`src/design/ptq_pkg.sv`:
```
// Shared constants and types for the periodic task timer queue.
package ptq_pkg;

  // Default queue depth in tasks
  localparam int unsigned MaxTasksDef = 8;

  // Field widths fixed by the request and result formats
  localparam int unsigned PeriodW = 16;
  localparam int unsigned ScaledW = 20;
  localparam int unsigned TimeW   = 32;
  localparam int unsigned PrioW   = 2;
  localparam int unsigned IdOutW  = 3;

  // Result of one request
  typedef struct packed {
    logic              status;
    logic [IdOutW-1:0] new_task_id;
    logic              fired;
    logic [IdOutW-1:0] fired_task_id;
    logic [PrioW-1:0]  fired_priority;
  } result_t;

  // Outputs of the shared arithmetic unit
  typedef struct packed {
    logic [TimeW-1:0] sum;
    logic             lt;
  } alu_res_t;

endpackage

```
`src/design/ptq_req_if.sv`:
```
// Request channel of the periodic task timer queue.
interface ptq_req_if;
  import ptq_pkg::*;

  logic               valid;
  logic               ready;
  logic               action;
  logic [PeriodW-1:0] period;
  logic [PrioW-1:0]   priority_req;

  modport source (output valid, output action, output period, output priority_req,
                  input ready);
  modport sink   (input valid, input action, input period, input priority_req,
                  output ready);
endinterface

```
`src/design/ptq_rsp_if.sv`:
```
// Result channel of the periodic task timer queue.
interface ptq_rsp_if;
  import ptq_pkg::*;

  logic              valid;
  logic              ready;
  logic              status;
  logic [IdOutW-1:0] new_task_id;
  logic              fired;
  logic [IdOutW-1:0] fired_task_id;
  logic [PrioW-1:0]  fired_priority;

  modport source (output valid, output status, output new_task_id, output fired,
                  output fired_task_id, output fired_priority, input ready);
  modport sink   (input valid, input status, input new_task_id, input fired,
                  input fired_task_id, input fired_priority, output ready);
endinterface

```
`src/design/periodic_task_timer_queue_top.sv`:
```
// Periodic task timer queue: sorted due-time queue walked by a small sequencer.
// A full queue refuses an add. An add walks from the tail and shifts later entries back to make room;
//   a tick advances the counter and, when the head is due, fires it and walks it back to its new place.
//   Each entry passed takes a read state and then a compare-and-write state of the queue memory walk.
//   One request at a time.
// The next request can be taken as soon as result valid rises. Reset clears control and tick count only.
module periodic_task_timer_queue_top #(
  parameter int unsigned MAX_TASKS = ptq_pkg::MaxTasksDef
) (
  input logic        clk_i,
  input logic        rst_ni,
  ptq_req_if.sink    req_i,
  ptq_rsp_if.source  rsp_o
);
  import ptq_pkg::*;

  localparam int unsigned IdW  = (MAX_TASKS > 1) ? $clog2(MAX_TASKS) : 1;
  localparam int unsigned CntW = $clog2(MAX_TASKS + 1);

  typedef enum logic [9:0] {
    S_IDLE  = 10'b00_0000_0001,
    S_SCALE = 10'b00_0000_0010,
    S_TICK  = 10'b00_0000_0100,
    S_HEAD  = 10'b00_0000_1000,
    S_BUMP  = 10'b00_0001_0000,
    S_ARD   = 10'b00_0010_0000,
    S_ACMP  = 10'b00_0100_0000,
    S_FRD   = 10'b00_1000_0000,
    S_FCMP  = 10'b01_0000_0000,
    S_DONE  = 10'b10_0000_0000
  } state_e;

  state_e              state_q, state_d;
  logic [TimeW-1:0]    tick_q, tick_d;
  logic [CntW-1:0]     cnt_q, cnt_d;
  logic [CntW-1:0]     k_q, k_d;
  logic [CntW-1:0]     km1;
  logic                out_valid_q, out_valid_d;
  logic                out_load;
  result_t             res_q, res_d;
  result_t             out_q;

  // Latched request payload
  logic                action_q;
  logic [PeriodW-1:0]  period_q;
  logic [PrioW-1:0]    prio_q;
  logic                in_acc;

  // Task being placed
  logic [TimeW-1:0]    cur_due_q, cur_due_d;
  logic [ScaledW-1:0]  cur_per_q, cur_per_d;
  logic [PrioW-1:0]    cur_pri_q, cur_pri_d;
  logic [IdW-1:0]      cur_id_q, cur_id_d;

  // Queue memory, ordered by due time, one entry per position
  logic [TimeW-1:0]    mem_due [MAX_TASKS];
  logic [ScaledW-1:0]  mem_per [MAX_TASKS];
  logic [PrioW-1:0]    mem_pri [MAX_TASKS];
  logic [IdW-1:0]      mem_id  [MAX_TASKS];
  logic [TimeW-1:0]    rd_due_q;
  logic [ScaledW-1:0]  rd_per_q;
  logic [PrioW-1:0]    rd_pri_q;
  logic [IdW-1:0]      rd_id_q;
  logic [IdW-1:0]      raddr, waddr;
  logic                we, wsel_cur;

  logic [IdW+2:0]      cur_id_ext, rd_id_ext;

  logic [TimeW-1:0]    alu_a, alu_b;
  alu_res_t            alu;

  ptq_alu u_alu (
    .a_i   (alu_a),
    .b_i   (alu_b),
    .res_o (alu)
  );

  assign req_i.ready = (state_q == S_IDLE);
  assign in_acc      = req_i.valid && req_i.ready;
  assign km1         = k_q - CntW'(1);
  assign cur_id_ext  = {3'b000, cur_id_q};
  assign rd_id_ext   = {3'b000, rd_id_q};

  // Sequencer
  always_comb begin
    state_d   = state_q;
    tick_d    = tick_q;
    cnt_d     = cnt_q;
    k_d       = k_q;
    res_d     = res_q;
    cur_due_d = cur_due_q;
    cur_per_d = cur_per_q;
    cur_pri_d = cur_pri_q;
    cur_id_d  = cur_id_q;
    alu_a     = '0;
    alu_b     = '0;
    raddr     = '0;
    waddr     = '0;
    we        = 1'b0;
    wsel_cur  = 1'b1;
    out_load  = 1'b0;
    case (state_q)
      S_IDLE: begin
        if (in_acc) begin
          res_d = '0;
          if (req_i.action && (cnt_q == CntW'(MAX_TASKS))) begin
            res_d.status = 1'b1;
            state_d      = S_DONE;
          end else if (req_i.action) begin
            state_d = S_SCALE;
          end else begin
            state_d = S_TICK;
          end
        end
      end
      // Scale the period by ten as 8p + 2p
      S_SCALE: begin
        alu_a     = TimeW'({period_q, 3'b000});
        alu_b     = TimeW'({period_q, 1'b0});
        cur_per_d = alu.sum[ScaledW-1:0];
        cur_due_d = TimeW'(alu.sum[ScaledW-1:0]);
        cur_pri_d = prio_q;
        cur_id_d  = cnt_q[IdW-1:0];
        k_d       = cnt_q;
        state_d   = S_ARD;
      end
      // Add: walk from the tail, read the entry in front of the hole
      S_ARD: begin
        if (k_q == '0) begin
          we                = 1'b1;
          waddr             = '0;
          res_d.new_task_id = cur_id_ext[2:0];
          cnt_d             = cnt_q + CntW'(1);
          state_d           = S_DONE;
        end else begin
          raddr   = km1[IdW-1:0];
          state_d = S_ACMP;
        end
      end
      // Add: shift entries not strictly earlier, else drop the task into the hole
      S_ACMP: begin
        alu_a = rd_due_q;
        alu_b = cur_due_q;
        we    = 1'b1;
        waddr = k_q[IdW-1:0];
        if (!alu.lt) begin
          wsel_cur = 1'b0;
          k_d      = km1;
          state_d  = S_ARD;
        end else begin
          res_d.new_task_id = cur_id_ext[2:0];
          cnt_d             = cnt_q + CntW'(1);
          state_d           = S_DONE;
        end
      end
      // Tick: advance the counter, fetch the head
      S_TICK: begin
        alu_a  = tick_q;
        alu_b  = TimeW'(1);
        tick_d = alu.sum;
        if (cnt_q == '0) begin
          state_d = S_DONE;
        end else begin
          raddr   = '0;
          state_d = S_HEAD;
        end
      end
      // Fire when the head is due strictly before the counter
      S_HEAD: begin
        alu_a = rd_due_q;
        alu_b = tick_q;
        if (alu.lt) begin
          cur_due_d            = rd_due_q;
          cur_per_d            = rd_per_q;
          cur_pri_d            = rd_pri_q;
          cur_id_d             = rd_id_q;
          res_d.fired          = 1'b1;
          res_d.fired_task_id  = rd_id_ext[2:0];
          res_d.fired_priority = rd_pri_q;
          state_d              = S_BUMP;
        end else begin
          state_d = S_DONE;
        end
      end
      // Advance the fired task's due time by its period
      S_BUMP: begin
        alu_a     = cur_due_q;
        alu_b     = TimeW'(cur_per_q);
        cur_due_d = alu.sum;
        k_d       = CntW'(1);
        state_d   = S_FRD;
      end
      // Reinsert: read the next entry or place the task at the tail
      S_FRD: begin
        if (k_q == cnt_q) begin
          we      = 1'b1;
          waddr   = km1[IdW-1:0];
          state_d = S_DONE;
        end else begin
          raddr   = k_q[IdW-1:0];
          state_d = S_FCMP;
        end
      end
      // Reinsert: move strictly earlier entries forward, else place the task
      S_FCMP: begin
        alu_a = rd_due_q;
        alu_b = cur_due_q;
        we    = 1'b1;
        waddr = km1[IdW-1:0];
        if (alu.lt) begin
          wsel_cur = 1'b0;
          k_d      = k_q + CntW'(1);
          state_d  = S_FRD;
        end else begin
          state_d = S_DONE;
        end
      end
      // Hand the result to the output register once it is free
      S_DONE: begin
        if (!out_valid_q || rsp_o.ready) begin
          out_load = 1'b1;
          state_d  = S_IDLE;
        end
      end
      default: begin
        state_d = S_IDLE;
      end
    endcase
  end

  assign out_valid_d = out_load || (out_valid_q && !rsp_o.ready);

  // Control registers
  always_ff @(posedge clk_i or negedge rst_ni) begin
    if (!rst_ni) begin
      state_q     <= S_IDLE;
      tick_q      <= '0;
      cnt_q       <= '0;
      k_q         <= '0;
      out_valid_q <= 1'b0;
    end else begin
      state_q     <= state_d;
      tick_q      <= tick_d;
      cnt_q       <= cnt_d;
      k_q         <= k_d;
      out_valid_q <= out_valid_d;
    end
  end

  // Payload registers
  always_ff @(posedge clk_i) begin
    if (in_acc) begin
      action_q <= req_i.action;
      period_q <= req_i.period;
      prio_q   <= req_i.priority_req;
    end
    res_q     <= res_d;
    cur_due_q <= cur_due_d;
    cur_per_q <= cur_per_d;
    cur_pri_q <= cur_pri_d;
    cur_id_q  <= cur_id_d;
    if (out_load) begin
      out_q <= res_q;
    end
  end

  // Queue memory: one write and one registered read per cycle
  always_ff @(posedge clk_i) begin
    if (we) begin
      mem_due[waddr] <= wsel_cur ? cur_due_q : rd_due_q;
      mem_per[waddr] <= wsel_cur ? cur_per_q : rd_per_q;
      mem_pri[waddr] <= wsel_cur ? cur_pri_q : rd_pri_q;
      mem_id[waddr]  <= wsel_cur ? cur_id_q  : rd_id_q;
    end
    rd_due_q <= mem_due[raddr];
    rd_per_q <= mem_per[raddr];
    rd_pri_q <= mem_pri[raddr];
    rd_id_q  <= mem_id[raddr];
  end

  assign rsp_o.valid          = out_valid_q;
  assign rsp_o.status         = out_q.status;
  assign rsp_o.new_task_id    = out_q.new_task_id;
  assign rsp_o.fired          = out_q.fired;
  assign rsp_o.fired_task_id  = out_q.fired_task_id;
  assign rsp_o.fired_priority = out_q.fired_priority;

  // Task count never exceeds the queue depth
  a_cnt_bound: assert property (@(posedge clk_i) disable iff (!rst_ni)
    cnt_q <= CntW'(MAX_TASKS))
    else $error("task count above queue depth");

  // A refused add is reported only with a full queue
  a_full_status: assert property (@(posedge clk_i) disable iff (!rst_ni)
    (rsp_o.valid && rsp_o.status) |-> (cnt_q == CntW'(MAX_TASKS)))
    else $error("full status with free queue slots");

  // A fire is reported only with tasks in the queue
  a_fire_nonempty: assert property (@(posedge clk_i) disable iff (!rst_ni)
    (rsp_o.valid && rsp_o.fired) |-> (cnt_q != '0))
    else $error("fire reported from an empty queue");

  // An accepted tick advances the counter by one
  a_tick_inc: assert property (@(posedge clk_i) disable iff (!rst_ni)
    (in_acc && !req_i.action) |-> ##2 (tick_q == TimeW'($past(tick_q, 2) + TimeW'(1))))
    else $error("tick counter did not advance");

  // The latched action selects the add or the tick path
  a_path: assert property (@(posedge clk_i) disable iff (!rst_ni)
    (state_q == S_SCALE) |-> action_q)
    else $error("add path entered on a tick request");

endmodule

```
`src/design/ptq_alu.sv`:
```
// Shared 32-bit adder and unsigned less-than compare of the timer queue.
module ptq_alu (
  input  logic [ptq_pkg::TimeW-1:0] a_i,
  input  logic [ptq_pkg::TimeW-1:0] b_i,
  output ptq_pkg::alu_res_t         res_o
);
  import ptq_pkg::*;

  // Add modulo 2^32 and compare a below b
  always_comb begin
    res_o.sum = a_i + b_i;
    res_o.lt  = (a_i < b_i);
  end

endmodule
```
`src/flat_wrapper.sv`:
```
// flat-port wrapper written by rule: the top's interface ports become plain ports
module periodic_task_timer_queue_top_flat import ptq_pkg::*;
#(
  parameter int unsigned MAX_TASKS = ptq_pkg::MaxTasksDef
)
  (clk_i, rst_ni, req_i_valid, req_i_action, req_i_period, req_i_priority_req, req_i_ready, rsp_o_valid, rsp_o_status, rsp_o_new_task_id, rsp_o_fired, rsp_o_fired_task_id, rsp_o_fired_priority, rsp_o_ready);
  ptq_req_if req_i_i ();
  ptq_rsp_if rsp_o_i ();
  input logic clk_i;
  input logic rst_ni;
  input wire logic [$bits(req_i_i.valid)-1:0] req_i_valid;
  input wire logic [$bits(req_i_i.action)-1:0] req_i_action;
  input wire logic [$bits(req_i_i.period)-1:0] req_i_period;
  input wire logic [$bits(req_i_i.priority_req)-1:0] req_i_priority_req;
  output wire logic [$bits(req_i_i.ready)-1:0] req_i_ready;
  output wire logic [$bits(rsp_o_i.valid)-1:0] rsp_o_valid;
  output wire logic [$bits(rsp_o_i.status)-1:0] rsp_o_status;
  output wire logic [$bits(rsp_o_i.new_task_id)-1:0] rsp_o_new_task_id;
  output wire logic [$bits(rsp_o_i.fired)-1:0] rsp_o_fired;
  output wire logic [$bits(rsp_o_i.fired_task_id)-1:0] rsp_o_fired_task_id;
  output wire logic [$bits(rsp_o_i.fired_priority)-1:0] rsp_o_fired_priority;
  input wire logic [$bits(rsp_o_i.ready)-1:0] rsp_o_ready;
  assign req_i_i.valid = req_i_valid;
  assign req_i_i.action = req_i_action;
  assign req_i_i.period = req_i_period;
  assign req_i_i.priority_req = req_i_priority_req;
  assign req_i_ready = req_i_i.ready;
  assign rsp_o_valid = rsp_o_i.valid;
  assign rsp_o_status = rsp_o_i.status;
  assign rsp_o_new_task_id = rsp_o_i.new_task_id;
  assign rsp_o_fired = rsp_o_i.fired;
  assign rsp_o_fired_task_id = rsp_o_i.fired_task_id;
  assign rsp_o_fired_priority = rsp_o_i.fired_priority;
  assign rsp_o_i.ready = rsp_o_ready;
  periodic_task_timer_queue_top #(.MAX_TASKS(MAX_TASKS)) u_core (.clk_i(clk_i), .rst_ni(rst_ni), .req_i(req_i_i), .rsp_o(rsp_o_i));
endmodule
```
`config.mk`:
```
export PLATFORM = sky130hd
export DESIGN_NAME = periodic_task_timer_queue_top_flat
export DESIGN_NICKNAME = d
export VERILOG_FILES = /design/src/design/ptq_pkg.sv /design/src/design/ptq_req_if.sv /design/src/design/ptq_rsp_if.sv /design/src/design/periodic_task_timer_queue_top.sv /design/src/design/ptq_alu.sv /design/src/flat_wrapper.sv
export SDC_FILE = /design/constraint.sdc
export NUM_CORES = 1
export LEC_CHECK = 0
export ABC_AREA = 1
export BUFFER_PORTS_ARGS = -buffer_cell sky130_fd_sc_hd__buf_4
export CORE_UTILIZATION = 40
export DETAILED_ROUTE_END_ITERATION = 10
export GPL_TIMING_DRIVEN = 0
export SYNTH_ARGS = -nofsm -noshare
export SYNTH_HDL_FRONTEND = slang
export SYNTH_HIERARCHICAL = 1
export SYNTH_SLANG_ARGS = --single-unit
```
`constraint.sdc`:
```
create_clock -name clk_i -period 7.6 [get_ports clk_i]
set_input_delay 1.52 -clock clk_i [delete_from_list [all_inputs] [get_ports clk_i]]
set_output_delay 1.52 -clock clk_i [all_outputs]
set_load 0.01 [all_outputs]
```
==> results.toml <==
[status]
run_status = "completed"

[clock_tree]
postCtsResizedCells = 0
clock_root_buffer_master = "sky130_fd_sc_hd__clkbuf_16"
cts_tree = "yes"
clock_path_buffers = 3
clock_sink_count = 659
clk_latency_ns = 0.63
cts_inserted_buffers = 73
cts.reportedPaths.clkPinSlew_ns = 0.06
post_cts_buffers = 0
ctsHtreeMaxLevel = 3
cts_hold_buffers = 0

[critical_path]
regToRegSetupSlack_ns = 0.36
cp-end-kind = "flop"
slowest_cell_on_the_critical_path = "sky130_fd_sc_hd__o21ai_0"
critPathKind = "reg -> reg"
slowest_delay_ns = 1.26
cp_cell_sequence = "nor2_4, nand4_1, nor2_1, inv_2, clkbuf_1, clkbuf_1, o22ai_1, inv_1, ha_1, clkbuf_2, nand2_1, inv_1, o21ai_0, nand2_1, nor2_1, nand2_1, a21oi_1, inv_1, nand2_1, nand3_2, clkbuf_1, o21ai_0"
r2r-end = "u_core/mem_per[1][19]"
worstPathMaxFanout = 10
timing.critical_path.from_type = "flop"
r2r-start = "u_core/state_q[9]"
worst_ep_required_time_ns = 7.81
timing.critical_path.mode_cell = "sky130_fd_sc_hd__nand2_1"
cell_family_contributing_the_most_delay_on_the_critical_path = "compound AO/OA/AOI/OAI gates"
r2r.worst_path.cells = 22
critical_path_cell_count = 22
critPathBufInv = 8
worst_endpoint_data_arrival_time_ns = 7.46

[synthesis]
synth-edff-count = 551
synth_top_flop_cell = "sky130_fd_sc_hd__edfxtp_1"
yosysWarningCount = 6
post_synth_instance_area_mm2 = 0.0321
synthAdderAreaFrac_pct = 2.68
synth_compound_area_share_pct = 5.39
synth_seq_cells = 659
synth.mux.area_fraction_pct = 0
synth.net_count = 3519
synth_cell_type_count = 51
yosys.area_share.simple_pct = 25.3
synth_seq_area_share_pct = 59.1
post_synth.cell_area_avg_um2 = 9.36
synthArstFlopShare_pct = 7.74
synth_top_family_by_area = "simple AND/OR/NAND/NOR gates"
synth_cells = 3428
post_synth_xor_area_fraction_pct = 0.573

[sta]
worst_hold_slack_ns = 0.419
slew_headroom_pct = 1.55
tightest_slew_ns = 1.46
min_period_ns = 7.24
final_max_slew_viol_count = 0
fin_tns_setup_ns = 0
clock.fmax_ghz = 0.138
final_setup_violation_count = 0
period_share_pct = 95.3
hold_viol = 0
rsz0062_at_grt = "no"
final.setup_skew_ns = 0.0251

[global_route]
congestion_overflow_gr = 0
pin_count_of_the_biggest_net_entering_global_routing = 52
antenna_found_initial = 1
wire_length_of_the_first_global_routing_pass_um = 146000
globalRouteTotalUtil_pct = 24.0
first_global_vias = 23600

[floorplanning]
floorplan.die.height_um = 285
rows = 103
starting_density_of_the_core_pct = 40.5
boundaryPins = 35
design.die.area_mm2 = 0.0814
die_width_um = 285
core_area_mm2 = 0.0791

[cells_and_area]
diodes = 0
layout.filler_cells = 7557
finish.net_count = 3649
multi_input_area_mm2 = 0.0109
seqCellArea_mm2 = 0.0190
layout-area-overhead-vs-synth_pct = 13.6
final_design_area_no_fill_mm2 = 0.0364
post_route_cells_drive_above_1_share_pct = 12.4

[pwr]
netSwitchingPower_w = 0.00281
sequentialPowerShare_pct = 46.5
power_switching_share_pct = 29.5
power-per-cell-area_mw_per_mm2 = 261
ir_worst_vdd_uv = 175
clk_pwr_share_pct = 36.4
finalPower_w = 0.00951
internal_power_w = 0.00670
comb_power_share_pct = 17.1
static-leakage-power_nw = 15.6

[min_path]
hold_path_end = "u_core/rsp_o.status"
worst_hold_depth = 0
hold_path_class = "reg -> reg"
worst_hold_startpoint = "u_core/res_q[9]"

[drt]
drt_first_pass_iters = 6
via_per_inst = 5.24
route.final.wire_length_um = 97800
detailedRoute.firstIterationViolations = 2415
detailroute.via_count = 24500
wl_per_cell_um = 21.0
antenna_left = 0
route.detailed.drc = 0

[place]
numPortBuffers = 34
hpwl_um = 70200
placed_area_mm2 = 0.0341
place.gp.congestion = 0.975

[job]
drv.max_cap_violation_count = 0
==> layout by cell type (no fill, tap or decap), types with 57 or more instances in the layout <==
cell type / n
sky130_fd_sc_hd__dfxtp_1: 57
sky130_fd_sc_hd__nand2_2: 108
sky130_fd_sc_hd__edfxtp_1: 551
sky130_fd_sc_hd__nand2_1: 1340
sky130_fd_sc_hd__buf_2: 62
sky130_fd_sc_hd__inv_1: 289
sky130_fd_sc_hd__nor2_1: 103
sky130_fd_sc_hd__clkbuf_1: 73
sky130_fd_sc_hd__nand3_1: 275
sky130_fd_sc_hd__clkbuf_16: 74
sky130_fd_sc_hd__o21ai_0: 167
sky130_fd_sc_hd__ha_1: 67
==> Yosys cell counts, drive strengths merged, types with 8 or more instances <==
cell        n  area [um^2]
o22ai      13         81.3
ha         67          838
dfrtp      50         1250
o221ai     13          114
dfxtp      57         1140
a21oi      53          292
edfxtp    551        16500
clkbuf     52          196
nor3       21          151
o21ai     178          895
a221oi     11         96.3
buf       109          906
xor2       18          158
nand2    1450         5730
nand4      21          131
o2111ai    11         96.3
nand3     280         1430
inv       301         1130
o21bai      8         60.1
nor2      135          589
==> kinds of logic (layout without fill, tap and decap cells) <==
logic type / after synthesis / in the layout
buffers and inverters: 463 / 653
DFF: 659 / 659
AOI/OAI and AO/OA: 299 / 299
adders and majority gates: 68 / 68
and+or+nand+nor: 1918 / 1918
xor gates and xnor gates: 21 / 21
==> registers in the layout (all words and copies together) (netlist names), 4 cells and up <==
name and count:
u_core/cnt_q 4, u_core/cur_due_q 32, u_core/cur_per_q 20, u_core/k_q 4
u_core/mem_due 256, u_core/mem_id 24, u_core/mem_per 160, u_core/mem_pri 16
u_core/period_q 16, u_core/rd_due_q 32, u_core/rd_per_q 20, u_core/res_q 10
u_core/state_q 10, u_core/tick_q 32
==> routing by layer <==
metal | vias up | GRT usage (%) | routed length (um)
li1 | 11600 | - | -
met1 | 11700 | 31.8 | 40700
met2 | 1031 | 39.0 | 45600
met3 | 196 | 4.62 | 8210
met4 | 0 | 8.64 | 3380
met5 | - | 0 | 0
==> power groups by stage <==
stage / registers (W) / clock network [W] / logic (W)
5_1_grt: 0.00444 / 0.00366 / 0.00177
2_1_floorplan: 0.00443 / 0 / 0.000992
6_report: 0.00442 / 0.00346 / 0.00163
4_1_cts: 0.00442 / 0.00352 / 0.00159
3_5_place_dp: 0.00449 / 0 / 0.00158
3_3_place_gp: 0.00449 / 0 / 0.00155
==> how the worst max path moves through the flow <==
stage / start / end / slack (ns)
finish: u_core/state_q[9] / u_core/mem_per[1][19] / 0.36
global route: u_core/state_q[9] / u_core/mem_id[4][2] / 0.17
CTS: u_core/state_q[9] / u_core/mem_id[0][2] / 0.71
detailed placement: u_core/state_q[9] / u_core/mem_id[6][2] / 0.77
global placement: u_core/state_q[0] / u_core/mem_due[7][31] / 0.20
floorplan: u_core/state_q[0] / u_core/mem_due[4][0] / 3.11
==> final cells by class <==
| class | instances | area share, % |
|---|---|---|
| inverter | 302 | 3.12 |
| clock inverter | 34 | 0.900 |
| multi-input combinational | 2306 | 30.0 |
| timing repair buffer | 55 | 1.76 |
| buffer | 161 | 3.03 |
| sequential | 659 | 52.1 |
| tap | 1050 | 3.61 |
| clock buffer | 101 | 5.50 |
==> metrics by stage <==
stage          worst slack [ns]  cells  utilization, %
6_report                  0.358   4668            46.0
2_1_floorplan              3.11   3428               -
3_3_place_gp              0.203   4512            42.5
5_1_grt                   0.169   4668            46.0
3_5_place_dp              0.770   4530            43.0
4_1_cts                   0.715   4665            46.0
Power figures use the tool's default switching activity.
